==> src/rtl/modexp_pkg.sv <==
// shared types and constants for the modular exponentiation block
`default_nettype none

package modexp_pkg;

    localparam int MODEXP_WIDTH = 32;
    localparam int FIELD_W      = 32;
    localparam logic [FIELD_W-1:0] MOD_RESET = 32'd2;

    // what the shared multiplier is working on, also selects the write-back
    typedef enum logic [1:0] {
        OP_REDUCE = 2'd0,
        OP_MUL    = 2'd1,
        OP_SQR    = 2'd2
    } t_op;

    typedef struct packed {
        logic load;
        logic start;
        t_op  op;
        logic shift_exp;
        logic out_load;
    } t_dp_cmd;

    typedef struct packed {
        logic mul_done;
        logic exp_bit0;
        logic exp_zero;
        logic mod_small;
    } t_dp_stat;

endpackage

`default_nettype wire

==> src/rtl/modexp_mulmod.sv <==
// bit-serial interleaved modular multiplier, one multiplier bit per cycle
`default_nettype none

module modexp_mulmod #(
    parameter int WIDTH = 32
) (
    input  wire              i_clk,
    input  wire              i_rst_n,
    input  wire              i_start,
    input  wire [WIDTH-1:0]  i_a,
    input  wire [WIDTH-1:0]  i_b,
    input  wire [WIDTH-1:0]  i_m,
    output logic [WIDTH-1:0] o_result,
    output logic             o_done
);
    localparam int CNT_W = (WIDTH > 1) ? $clog2(WIDTH) : 1;

    logic [WIDTH-1:0] r_r;
    logic [WIDTH-1:0] r_a;
    logic [WIDTH-1:0] r_b;
    logic [CNT_W-1:0] r_cnt;
    logic             r_busy;
    logic             r_done;

    logic [WIDTH:0] t1;
    logic [WIDTH:0] t1r;
    logic [WIDTH:0] t2;
    logic [WIDTH:0] t2r;
    logic [WIDTH:0] m_ext;

    // r stays below m as long as b is below m, or b is one
    always_comb begin
        m_ext = {1'b0, i_m};
        t1    = {r_r, 1'b0};
        t1r   = (t1 >= m_ext) ? (t1 - m_ext) : t1;
        t2    = t1r + (r_a[WIDTH-1] ? {1'b0, r_b} : '0);
        t2r   = (t2 >= m_ext) ? (t2 - m_ext) : t2;
    end

    always_ff @(posedge i_clk) begin
        if (!i_rst_n) begin
            r_busy <= 1'b0;
            r_done <= 1'b0;
        end else begin
            r_done <= 1'b0;
            if (i_start) begin
                r_busy <= 1'b1;
            end else if (r_busy && r_cnt == '0) begin
                r_busy <= 1'b0;
                r_done <= 1'b1;
            end
        end
    end

    always_ff @(posedge i_clk) begin
        if (i_start) begin
            r_r   <= '0;
            r_a   <= i_a;
            r_b   <= i_b;
            r_cnt <= CNT_W'(WIDTH - 1);
        end else if (r_busy) begin
            r_r   <= t2r[WIDTH-1:0];
            r_a   <= {r_a[WIDTH-2:0], 1'b0};
            r_cnt <= r_cnt - CNT_W'(1);
        end
    end

    assign o_result = r_r;
    assign o_done   = r_done;

endmodule

`default_nettype wire

==> src/rtl/modexp_dp.sv <==
// datapath: modulus register, result and square registers, exponent shifter
`default_nettype none

module modexp_dp #(
    parameter int WIDTH = 32
) (
    input  wire                                i_clk,
    input  wire                                i_rst_n,
    input  wire                                i_cfg_we,
    input  wire [modexp_pkg::FIELD_W-1:0]      i_cfg_wdata,
    input  wire [modexp_pkg::FIELD_W-1:0]      i_base,
    input  wire [modexp_pkg::FIELD_W-1:0]      i_exponent,
    input  wire modexp_pkg::t_dp_cmd           i_cmd,
    output modexp_pkg::t_dp_stat               o_stat,
    output logic [modexp_pkg::FIELD_W-1:0]     o_power_mod
);
    import modexp_pkg::*;

    logic [FIELD_W-1:0] r_mod;
    logic [WIDTH-1:0]   r_acc;
    logic [WIDTH-1:0]   r_sq;
    logic [WIDTH-1:0]   r_exp;
    t_op                r_op;
    logic [FIELD_W-1:0] r_out;

    logic [WIDTH-1:0] m;
    logic             mod_small;
    logic [WIDTH-1:0] mm_a;
    logic [WIDTH-1:0] mm_b;
    logic [WIDTH-1:0] mm_res;
    logic             mm_done;

    assign m         = r_mod[WIDTH-1:0];
    assign mod_small = (m < WIDTH'(2));

    always_comb begin
        unique case (i_cmd.op)
            OP_REDUCE: begin
                mm_a = i_base[WIDTH-1:0];
                mm_b = WIDTH'(1);
            end
            OP_MUL: begin
                mm_a = r_acc;
                mm_b = r_sq;
            end
            OP_SQR: begin
                mm_a = r_sq;
                mm_b = r_sq;
            end
            default: begin
                mm_a = r_sq;
                mm_b = r_sq;
            end
        endcase
    end

    modexp_mulmod #(
        .WIDTH (WIDTH)
    ) u_mulmod (
        .i_clk    (i_clk),
        .i_rst_n  (i_rst_n),
        .i_start  (i_cmd.start),
        .i_a      (mm_a),
        .i_b      (mm_b),
        .i_m      (m),
        .o_result (mm_res),
        .o_done   (mm_done)
    );

    always_ff @(posedge i_clk) begin
        if (!i_rst_n) begin
            r_mod <= MOD_RESET;
        end else if (i_cfg_we) begin
            r_mod <= i_cfg_wdata;
        end
    end

    always_ff @(posedge i_clk) begin
        if (i_cmd.start) begin
            r_op <= i_cmd.op;
        end
        if (i_cmd.load) begin
            r_exp <= i_exponent[WIDTH-1:0];
            r_acc <= mod_small ? '0 : WIDTH'(1);
        end else begin
            if (i_cmd.shift_exp) begin
                r_exp <= r_exp >> 1;
            end
            if (mm_done) begin
                unique case (r_op)
                    OP_REDUCE: r_sq  <= mm_res;
                    OP_MUL:    r_acc <= mm_res;
                    OP_SQR:    r_sq  <= mm_res;
                    default:   r_sq  <= mm_res;
                endcase
            end
        end
        if (i_cmd.out_load) begin
            r_out <= FIELD_W'(r_acc);
        end
    end

    assign o_stat.mul_done  = mm_done;
    assign o_stat.exp_bit0  = r_exp[0];
    assign o_stat.exp_zero  = (r_exp == '0);
    assign o_stat.mod_small = mod_small;
    assign o_power_mod      = r_out;

endmodule

`default_nettype wire

==> src/rtl/modexp_ctrl.sv <==
// controller: sequences reduce, multiply and square steps and the output word
`default_nettype none

module modexp_ctrl (
    input  wire                  i_clk,
    input  wire                  i_rst_n,
    input  wire                  i_in_valid,
    output logic                 o_in_stall,
    output logic                 o_out_valid,
    input  wire                  i_out_stall,
    input  wire modexp_pkg::t_dp_stat i_stat,
    output modexp_pkg::t_dp_cmd  o_cmd
);
    import modexp_pkg::*;

    typedef enum logic [5:0] {
        S_IDLE = 6'b000001,
        S_RED  = 6'b000010,
        S_CHK  = 6'b000100,
        S_MUL  = 6'b001000,
        S_SQR  = 6'b010000,
        S_FIN  = 6'b100000
    } t_state;

    t_state r_state;
    t_state n_state;
    logic   r_out_valid;
    logic   n_out_valid;
    logic   out_free;

    assign out_free = !r_out_valid || !i_out_stall;

    always_comb begin
        n_state     = r_state;
        n_out_valid = r_out_valid && i_out_stall;
        o_cmd       = '{load: 1'b0, start: 1'b0, op: OP_REDUCE,
                        shift_exp: 1'b0, out_load: 1'b0};
        unique case (r_state)
            S_IDLE: begin
                if (i_in_valid) begin
                    o_cmd.load = 1'b1;
                    if (i_stat.mod_small) begin
                        n_state = S_FIN;
                    end else begin
                        o_cmd.start = 1'b1;
                        o_cmd.op    = OP_REDUCE;
                        n_state     = S_RED;
                    end
                end
            end
            S_RED: begin
                if (i_stat.mul_done) begin
                    n_state = S_CHK;
                end
            end
            S_CHK: begin
                if (i_stat.exp_zero) begin
                    n_state = S_FIN;
                end else if (i_stat.exp_bit0) begin
                    o_cmd.start = 1'b1;
                    o_cmd.op    = OP_MUL;
                    n_state     = S_MUL;
                end else begin
                    o_cmd.start = 1'b1;
                    o_cmd.op    = OP_SQR;
                    n_state     = S_SQR;
                end
            end
            S_MUL: begin
                if (i_stat.mul_done) begin
                    o_cmd.start = 1'b1;
                    o_cmd.op    = OP_SQR;
                    n_state     = S_SQR;
                end
            end
            S_SQR: begin
                if (i_stat.mul_done) begin
                    o_cmd.shift_exp = 1'b1;
                    n_state         = S_CHK;
                end
            end
            S_FIN: begin
                // hold the result until the output register is free
                if (out_free) begin
                    o_cmd.out_load = 1'b1;
                    n_out_valid    = 1'b1;
                    n_state        = S_IDLE;
                end
            end
            default: begin
                n_state = S_IDLE;
            end
        endcase
    end

    always_ff @(posedge i_clk) begin
        if (!i_rst_n) begin
            r_state     <= S_IDLE;
            r_out_valid <= 1'b0;
        end else begin
            r_state     <= n_state;
            r_out_valid <= n_out_valid;
        end
    end

    assign o_in_stall  = (r_state != S_IDLE);
    assign o_out_valid = r_out_valid;

endmodule

`default_nettype wire

==> src/rtl/modular_exponentiation.sv <==
// top level of the modular exponentiation block: power_mod = base^exponent mod modulus
//
// input channel: i_in_valid / o_in_stall carry one word of i_base and i_exponent,
// taken at a clock edge with i_in_valid high and o_in_stall low.
// output channel: o_out_valid / i_out_stall carry one o_power_mod word per input word.
// config: i_cfg_we writes i_cfg_wdata into the modulus register (reset value 2);
// write only while no word is in flight. only the low WIDTH bits of the modulus,
// base and exponent are used. a modulus below 2 gives 0.
// one word is worked at a time by a shared bit-serial modular multiplier. the base
// is reduced first; then, for each exponent bit up to the highest set one, the
// block checks the bit, forms one more product when it is set, then one squaring.
// a finished word sits in the output register; the next input word is taken
// while it waits, and the block holds its own result until the output is free.
// reset (synchronous, active low) drops any word in flight and the output valid.
`default_nettype none

module modular_exponentiation #(
    parameter int WIDTH = modexp_pkg::MODEXP_WIDTH
) (
    input  wire                               i_clk,
    input  wire                               i_rst_n,
    input  wire                               i_cfg_we,
    input  wire [modexp_pkg::FIELD_W-1:0]     i_cfg_wdata,
    input  wire                               i_in_valid,
    output logic                              o_in_stall,
    input  wire [modexp_pkg::FIELD_W-1:0]     i_base,
    input  wire [modexp_pkg::FIELD_W-1:0]     i_exponent,
    output logic                              o_out_valid,
    input  wire                               i_out_stall,
    output logic [modexp_pkg::FIELD_W-1:0]    o_power_mod
);
    import modexp_pkg::*;

    t_dp_cmd  cmd;
    t_dp_stat stat;

    modexp_ctrl u_ctrl (
        .i_clk       (i_clk),
        .i_rst_n     (i_rst_n),
        .i_in_valid  (i_in_valid),
        .o_in_stall  (o_in_stall),
        .o_out_valid (o_out_valid),
        .i_out_stall (i_out_stall),
        .i_stat      (stat),
        .o_cmd       (cmd)
    );

    modexp_dp #(
        .WIDTH (WIDTH)
    ) u_dp (
        .i_clk       (i_clk),
        .i_rst_n     (i_rst_n),
        .i_cfg_we    (i_cfg_we),
        .i_cfg_wdata (i_cfg_wdata),
        .i_base      (i_base),
        .i_exponent  (i_exponent),
        .i_cmd       (cmd),
        .o_stat      (stat),
        .o_power_mod (o_power_mod)
    );

endmodule

`default_nettype wire

==> config.mk <==
export PLATFORM = sky130hd
export DESIGN_NAME = modular_exponentiation
export DESIGN_NICKNAME = d
export VERILOG_FILES = /design/src/rtl/modexp_pkg.sv /design/src/rtl/modexp_mulmod.sv /design/src/rtl/modexp_dp.sv /design/src/rtl/modexp_ctrl.sv /design/src/rtl/modular_exponentiation.sv
export SDC_FILE = /design/constraint.sdc
export NUM_CORES = 1
export LEC_CHECK = 0
export ABC_CLOCK_PERIOD_IN_PS = 8600
export BUFFER_PORTS_ARGS = -buffer_cell sky130_fd_sc_hd__buf_2
export CAP_MARGIN = 20
export CORE_UTILIZATION = 61
export DETAILED_ROUTE_END_ITERATION = 8
export PLACE_DENSITY = 0.88
export SYNTH_ARGS = -nofsm -noshare
export SYNTH_HDL_FRONTEND = slang
export SYNTH_SLANG_ARGS = --single-unit
==> constraint.sdc <==
create_clock -name i_clk -period 8.6 [get_ports i_clk]
set_clock_uncertainty 0.15 [all_clocks]
set_input_delay 0.43 -clock i_clk [delete_from_list [all_inputs] [get_ports i_clk]]
set_output_delay 0.43 -clock i_clk [all_outputs]
set_load 0.005 [all_outputs]
Yosys cells after proc, flatten, opt, wreduce, memory -nomap -nowiden
Index checks and enable logic that the tools add are counted.

Register bits: 272. Input port bits: 101. Output and inout port bits: 34. Word-level logic and storage cells: 91.

$add $sub $neg: 4. Order comparisons: 3. Equal/unequal tests: 13. Multiplexer cells: 36. Bitwise gates (word level): 3. Reduce and logical (&&, ||, !) cells: 18.

Operator list (number): $mux W32 (9); $ge A33 B32 Y1 (2); $pmux W32 S2 (1); $mux W6 (6); $add A33 B32 Y33 (1); $mux W33 (1); $sub A33 B32 Y33 (1); $logic_not A32 Y1 (1); $lt A32 B2 Y1 const B (1); $sub A32 B32 Y32 (1); $pmux W6 S5 (1); $mux W1 (11); $reduce_bool A2 Y1 (5); $mux W3 (3); $pmux W3 S3 (1); $eq A6 B1 Y1 const B (1); $eq A6 B2 Y1 const B (1); $eq A6 B3 Y1 const B (1); $eq A6 B4 Y1 const B (1); $eq A6 B5 Y1 const B (1); $eq A6 B6 Y1 const B (1); $ne A2 B1 Y1 const B (3); $ne A6 B1 Y1 const B (1); $logic_not A5 Y1 (1); 15 further kinds (21).

Logic depth before layout (Yosys ltp)
Gate-level depths: netlist of the first run.

Depth after elaboration: 7. Mapped depth: 36. Gate-level depth less buffers: 32.

Cells and area by module
Synthesis of the first run repeated with hierarchy kept, for this count alone.

Cells, all modules: 1636. Area, all modules: 16799.9 sq um.

Modules (own cells, without submodules): modexp_mulmod (instances 1, cells each 1101, area an instance 9506.6 sq um, seq. area each 2702.6 sq um); modexp_dp (instances 1, cells each 479, area an instance 6804.0 sq um, seq. area each 4544.4 sq um); modexp_ctrl (instances 1, cells each 56, area an instance 489.2 sq um, seq. area each 140.1 sq um).

Least setup slack after synthesis of the first run
Ideal clock, no wire load.

Path kind: reg2reg. From: reg u_dp.r_mod[20] (netlist: u_dp.m[20]). To: reg u_dp.u_mulmod.r_r[2] (netlist: u_dp.u_mulmod.o_result[2]). Setup time: 122 ps. Arrival: 6494 ps. Data required time: 8328 ps. Slack: 1834 ps. Stages on the path, launching flop included: 34. Buffers on the path: 3. Period minus slack after synthesis: 6766 ps. Cell sequence: dfxtp_1 inv_1 ha_1 buf_2 and4_1 nand2_1 or2_0 o22ai_1 o22ai_2 a21o_1 buf_1 nor2_1 ha_1 inv_1 fa_1 and2b_1 o2111ai_1 a31o_2 and2_1 o31a_1 o21ai_0 xnor2_1 ha_1 a21o_1 a211oi_1 o21ai_1 a21oi_1 a211oi_2 a221oi_1 o211a_1 o311a_1 buf_6 nor4_1 a311o_1.

Word-level cells in the longest chain between the ends: 5. Elaborated cells between the ends (all ways): 11.

RTL lines: start: declaration (line modexp_dp.sv:19) `logic [FIELD_W-1:0] r_mod;`; start signal: assignment (line modexp_dp.sv:74) `r_mod <= i_cfg_wdata;`; $sub A33 B32 Y33 / $ge A33 B32 Y1 (equally long branches) (line modexp_mulmod.sv:35) `t1r = (t1 >= m_ext) ? (t1 - m_ext) : t1;`; $mux W33 (line modexp_mulmod.sv:35); $add A33 B32 Y33 (line modexp_mulmod.sv:36) `t2 = t1r + (r_a[WIDTH-1] ? {1'b0, r_b} : '0);`; $ge A33 B32 Y1 / $sub A32 B32 Y32 (equally long branches) (line modexp_mulmod.sv:37) `t2r = (t2 >= m_ext) ? (t2 - m_ext) : t2;`; $mux W32 (line modexp_mulmod.sv:37); end signal: assignment (line modexp_mulmod.sv:62) `r_r <= t2r[WIDTH-1:0];`; end: declaration (line modexp_mulmod.sv:18) `logic [WIDTH-1:0] r_r;`.

Parallel ways exist; a longest one is shown, timed or not. A chain may end at the register's enable or synchronous reset.

Worst setup path after layout of the first run
From: reg u_dp.r_mod[26] (netlist: u_dp.m[26]). To: reg u_dp.u_mulmod.r_r[15] (netlist: u_dp.u_mulmod.o_result[15]).

The elaborated chain is that of the path after synthesis.

==> flow_summary.toml, run 1 <==
[finish]
nNetsFinal = 2053
area_delta_synth_final_pct = 13.9
drive_gt1_share_pct = 13.6
final_area_mm2 = 0.0188
diodes = 0

[grt]
grt_max_degree = 67
grt_pass1_wl_um = 72500
antenna_found_initial = 0
grt_pass1_vias = 13200
track_usage_pct = 33.2
overflow = 0

[floorplan]
ioPinCount = 135
initial_core_util_pct = 62.7
die_y_um = 167
row_count = 59
die_x_um = 167
die_area_mm2 = 0.0278
core_mm2 = 0.0264

[sta]
slew_headroom_pct = 33.3
fmax_mhz = 123
post-route-period-util_pct = 94.2
worst_slew_pin_slew_ns = 0.999
hold_viol = 0
setup_viol = 0
rsz0062_at_grt = "no"
period_needed_ns = 8.10
finalSetupTns_ns = 0
maxSlewViolCount = 0

[setup_path]
reg2reg_to = "u_dp.u_mulmod.o_result[15]"
max_stage_delay_ns = 0.56
reg2reg_depth = 30
crit_end = "u_dp.u_mulmod.o_result[15]"
crit_path_start_kind = "flop"
regToRegSetupSlack_ns = 0.50
cp_data_arrival_time_ns = 8.44
crit_slowest_cell = "a221oi_1"
worst-path-buf-inv = 4
criticalPathCategory = "flop to flop"
critPathLaunch = "u_dp.m[26]"
critical_path_depth = 30
critPathMaxFanout = 10
cp.required_ns = 8.93
r2r_start = "u_dp.m[26]"
cp-end-kind = "flop"
path_delay_family = "compound AO/OA/AOI/OAI gates"

[placement]
place_area_mm2 = 0.0175
gp_congestion = 1.00
dp_hpwl_um = 33400
numPortBuffers = 134

[logic_synthesis]
yosysTopAreaCell = "edfxtp_1"
syn_inst = 1708
syn_nets = 1909
yosysMostFrequentCell = "edfxtp_1"
syn_area_per_cell_um2 = 9.68
synth_enable_flop_cells = 194
synth_area_mm2 = 0.0165
yosysTopAreaCellShare_pct = 35.2
synth_area_leaders = "edfxtp_1 (35%), dfxtp_1 (9.4%), ha_1 (7.3%), o21ai_0 (3.9%), and2_1 (3.9%)"
async_flop_share_pct = 0
synthFlopType = "edfxtp_1"
yosysWarnings = 0
ys_seq_elements = 272
ys_seq_area_share_pct = 44.7
ys_top_cells_by_count = "edfxtp_1 (194), nand2_1 (168), o21ai_0 (129), a21oi_1 (123), nor2_1 (111)"
synth_cell_types = 85

[drt]
drt_first_pass_iters = 6
ant_nets = 0
drc = 0
vias = 14100
wirelength_um = 46500
wire_per_inst_um = 21.0
drt-initial-drc-count = 1711
drt-vias-per-instance = 6.36

[flow_run]
maxCapViolations = 0

[clock_network]
cts_tree = "done"
clock_sinks = 272
h-tree-depth = 1
clk_pin_slew_ns = 0.06
postCtsSetupBuffers = 0
numCtsBuffers = 29
clock_path_buffers = 3
cts-root-buf = "clkbuf_16"
insertion_delay_ns = 0.58

[outcome]
status = "complete, no violations"

[worst_hold_path]
hold_path_class = "input port to flop"
cell usage in the layout, fill, tap and decap left out, types with 27 or more instances in the layout:
cell / instances
buf_2: 134
nor2_1: 110
xnor2_1: 58
and2_1: 102
o21ai_0: 128
edfxtp_1: 194
xor2_1: 27
a21o_1: 33
a21oi_1: 122
nor3_1: 27
dfxtp_1: 78
mux2i_1: 48
inv_1: 70
clkbuf_16: 29
nor2b_1: 45
ha_1: 97
mux2_2: 31
a31oi_1: 49
nand2_1: 167
dlygate4sd3_1: 33
timing repair:
action | in CTS | in global routing
hold buffers | 33 | 0
setup endpoints to repair | 0 | 9
gates resized for setup | 0 | 1
hold endpoints to repair | 33 | 0
registers in the layout, summed over array words and instances (netlist names):
name,cells
u_dp.r_op,2
u_dp.r_exp,32
u_dp.u_mulmod.o_result,32
u_dp.r_acc,32
u_dp.u_mulmod.o_done,1
u_dp.u_mulmod.r_b,32
u_dp.u_mulmod.r_a,32
u_dp.o_power_mod,32
u_dp.m,32
u_ctrl.o_out_valid,1
u_dp.r_sq,32
u_dp.u_mulmod.r_busy,1
u_ctrl.r_state,6
u_dp.u_mulmod.r_cnt,5
how the worst min path moves through the flow:
stage / startpoint / end / slack (ns) / cells after the start
finish: i_exponent[28] / u_dp.r_exp[28] / 0.008 / 2
global route: i_exponent[6] / u_dp.r_exp[6] / 0.006 / 2
CTS: i_exponent[21] / u_dp.r_exp[21] / 0.001 / 2
detailed placement: u_dp.r_acc[22] / u_dp.o_power_mod[22] / 0.29 / 0
global placement: u_dp.r_acc[30] / u_dp.o_power_mod[30] / 0.29 / 0
floorplan: u_dp.r_acc[0] / u_dp.o_power_mod[0] / 0.28 / 0
metrics by stage:
stage	std cells	setup slack, ns	hold WS [ns]	util, %
5_1_grt	2210	0.0566	0.00650	71.5
4_1_cts	2209	0.588	0.00116	71.4
2_1_floorplan	1708	1.83	0.275	-
3_5_place_dp	2122	0.675	0.288	66.3
6_report	2210	0.498	0.00814	71.5
3_3_place_gp	2122	0.911	0.286	66.3
logic make-up after synthesis:
group	share of synthesized area (%)
AOI/OAI and AO/OA	17.1
xor gates and xnor gates	4.50
adders and majority gates	7.70
buffers and inverters	3.48
DFF	44.7
muxes	5.02
and+or+nand+nor	17.5
worst register-to-register path: cells and delay by family (launching register included):
family	cells	cell delay, ns
xor gates and xnor gates	1	0.27
DFF	1	0.38
and+or+nand+nor	3	0.47
buffers and inverters	4	0.54
adders and majority gates	3	1.19
AOI/OAI and AO/OA	19	5.02
layout make-up:
type,instances,area (um^2)
clock buffers,40,797
clock inverters,14,210
fillers,1855,7520
inverters,71,267
multi-input cells,1291,8600
flip-flops and latches,272,7390
well taps,335,419
repair buffers,187,1150
routing by layer:
metal / wire length, um / track usage (%) / vias up / share of wire (%)
met5: 0 / 0 / - / 0
met4: 1280 / 10.1 / 0 / 2.7
met3: 4750 / 6.18 / 81 / 10
met2: 19900 / 49.8 / 783 / 43
met1: 20500 / 48.8 / 6692 / 44
li1: - / - / 6506 / -
Power of run 1 is not shown: default switching activity piles up to over one toggle a cycle in this logic, so the estimate is an artifact.
==> run 2, diff against run 1 <==
- ABC_CLOCK_PERIOD_IN_PS: 8600 -> 7700
- clock period: 8.6 -> 7.7 ns (I/O delays scaled with it)
==> flow_summary.toml, run 2 (same netlist as run 1, synthesis figures left out) <==
[sta]
post-route-period-util_pct = 94.6
whs_ns = 0.0382
fmax_mhz = 137
worst_slew_pin_slew_ns = 1.03
hold_viol = 0
slew_headroom_pct = 31.1
setup_viol = 0
period_needed_ns = 7.28
maxSlewViolCount = 0

[drt]
wire_per_inst_um = 21.2
drt-vias-per-instance = 6.35
vias = 14400
wirelength_um = 48200
drt-initial-drc-count = 2059
ant_nets = 0
drc = 0
drt_first_pass_iters = 8

[clock_network]
clock_sinks = 272
clock_path_buffers = 3
h-tree-depth = 1
cts_tree = "done"
clk_pin_slew_ns = 0.07
cts-root-buf = "clkbuf_16"
numCtsBuffers = 29
insertion_delay_ns = 0.58

[grt]
grt_max_degree = 68
use_met2_pct = 52.9
use_met3_pct = 6.42
track_usage_pct = 34.3
grt_pass1_vias = 13700
antenna_found_initial = 2
grt_pass1_wl_um = 75100
top_usage_layer = "met2"
overflow = 0
met1_usage_pct = 49.0

[finish]
drive_gt1_share_pct = 15.8
area_delta_synth_final_pct = 18.0
final_cell_mix = "edfxtp_1 (194), nand2_1 (167), buf_2 (134)"
nNetsFinal = 2116
fill_cells = 1774
final_common_cell = "edfxtp_1"
fin_util_pct = 74.0

[setup_path]
worst-path-buf-inv = 5
crit_slowest_cell = "ha_1"
max_stage_delay_ns = 0.42
cp.required_ns = 7.98
cp_data_arrival_time_ns = 7.56
path_common_cell = "buf_4"
cp-end-kind = "flop"
criticalPathCategory = "flop to flop"
critPathMaxFanout = 17
path_delay_family = "compound AO/OA/AOI/OAI gates"
crit_path_start_kind = "flop"

[worst_hold_path]
hold_path_class = "input port to flop"

[flow_run]
maxCapViolations = 0

[floorplan]
die_area_mm2 = 0.0278
core_mm2 = 0.0264
row_count = 59
die_y_um = 167
initial_core_util_pct = 62.7
die_x_um = 167
ioPinCount = 135

[placement]
numPortBuffers = 134
gp_congestion = 1.02
dp_hpwl_um = 34000

[outcome]
status = "complete, no violations"
==> run 2: changes by cell type in the layout (fill, tap and decap cells not counted), sizes merged <==
cell / previous run / this run
dlygate4sd3: 33 / 65
clkinvlp: 2 / 1
clkinv: 6 / 5
clkbuf: 40 / 45
diode: 0 / 2
buf: 154 / 184
o311ai: 7 / 8
bufinv: 5 / 2
==> run 2: timing repair <==
action	CTS	global route
setup buffers	0	3
hold endpoints to repair	65	0
gates resized for setup	0	34
endpoints found under the setup margin	0	32
hold buffers	65	0
==> run 2: final timing paths <==
check	slack, ns	startpoint	cells after the start	to
setup / recovery	0.42	u_dp.m[11]	31	u_dp.u_mulmod.o_result[24]
hold / removal	0.04	i_in_valid	2	u_dp.r_acc[31]
setup reg to reg	0.42	u_dp.m[11]	31	u_dp.u_mulmod.o_result[24]
hold reg to reg	0.31	u_dp.r_acc[30]	0	u_dp.o_power_mod[30]
==> run 2: final cells by class <==
cell class	instances	area (um^2)	area share, %
clock inverter	9	113	0.577
sequential	272	7390	37.9
multi-input combinational	1292	8740	44.8
clock buffer	45	830	4.25
inverter	71	267	1.37
tap	335	419	2.15
antenna	2	5.00	0.0257
timing repair buffer	249	1740	8.93
==> run 2: stage by stage <==
| step | cells | instance area [um^2] | TNS [ns] | setup WS [ns] |
|---|---|---|---|---|
| floorplan | 1708 | 16500 | 0 | 0.934 |
| global placement | 2149 | 17700 | 0 | 0.209 |
| detailed placement | 2149 | 17700 | 0 | 0.0789 |
| CTS | 2268 | 19300 | 0 | 0.0444 |
| global route | 2275 | 19500 | -0.0937 | -0.0452 |
| finish | 2275 | 19500 | 0 | 0.418 |
==> run 2: per-layer routing <==
metal  vias up  wire [um]
met5         -          0
li1       6631          -
met3       108       5210
met2       885      21200
met4         0       1490
met1      6814      20300
Power of run 2 is left out for the same reason.
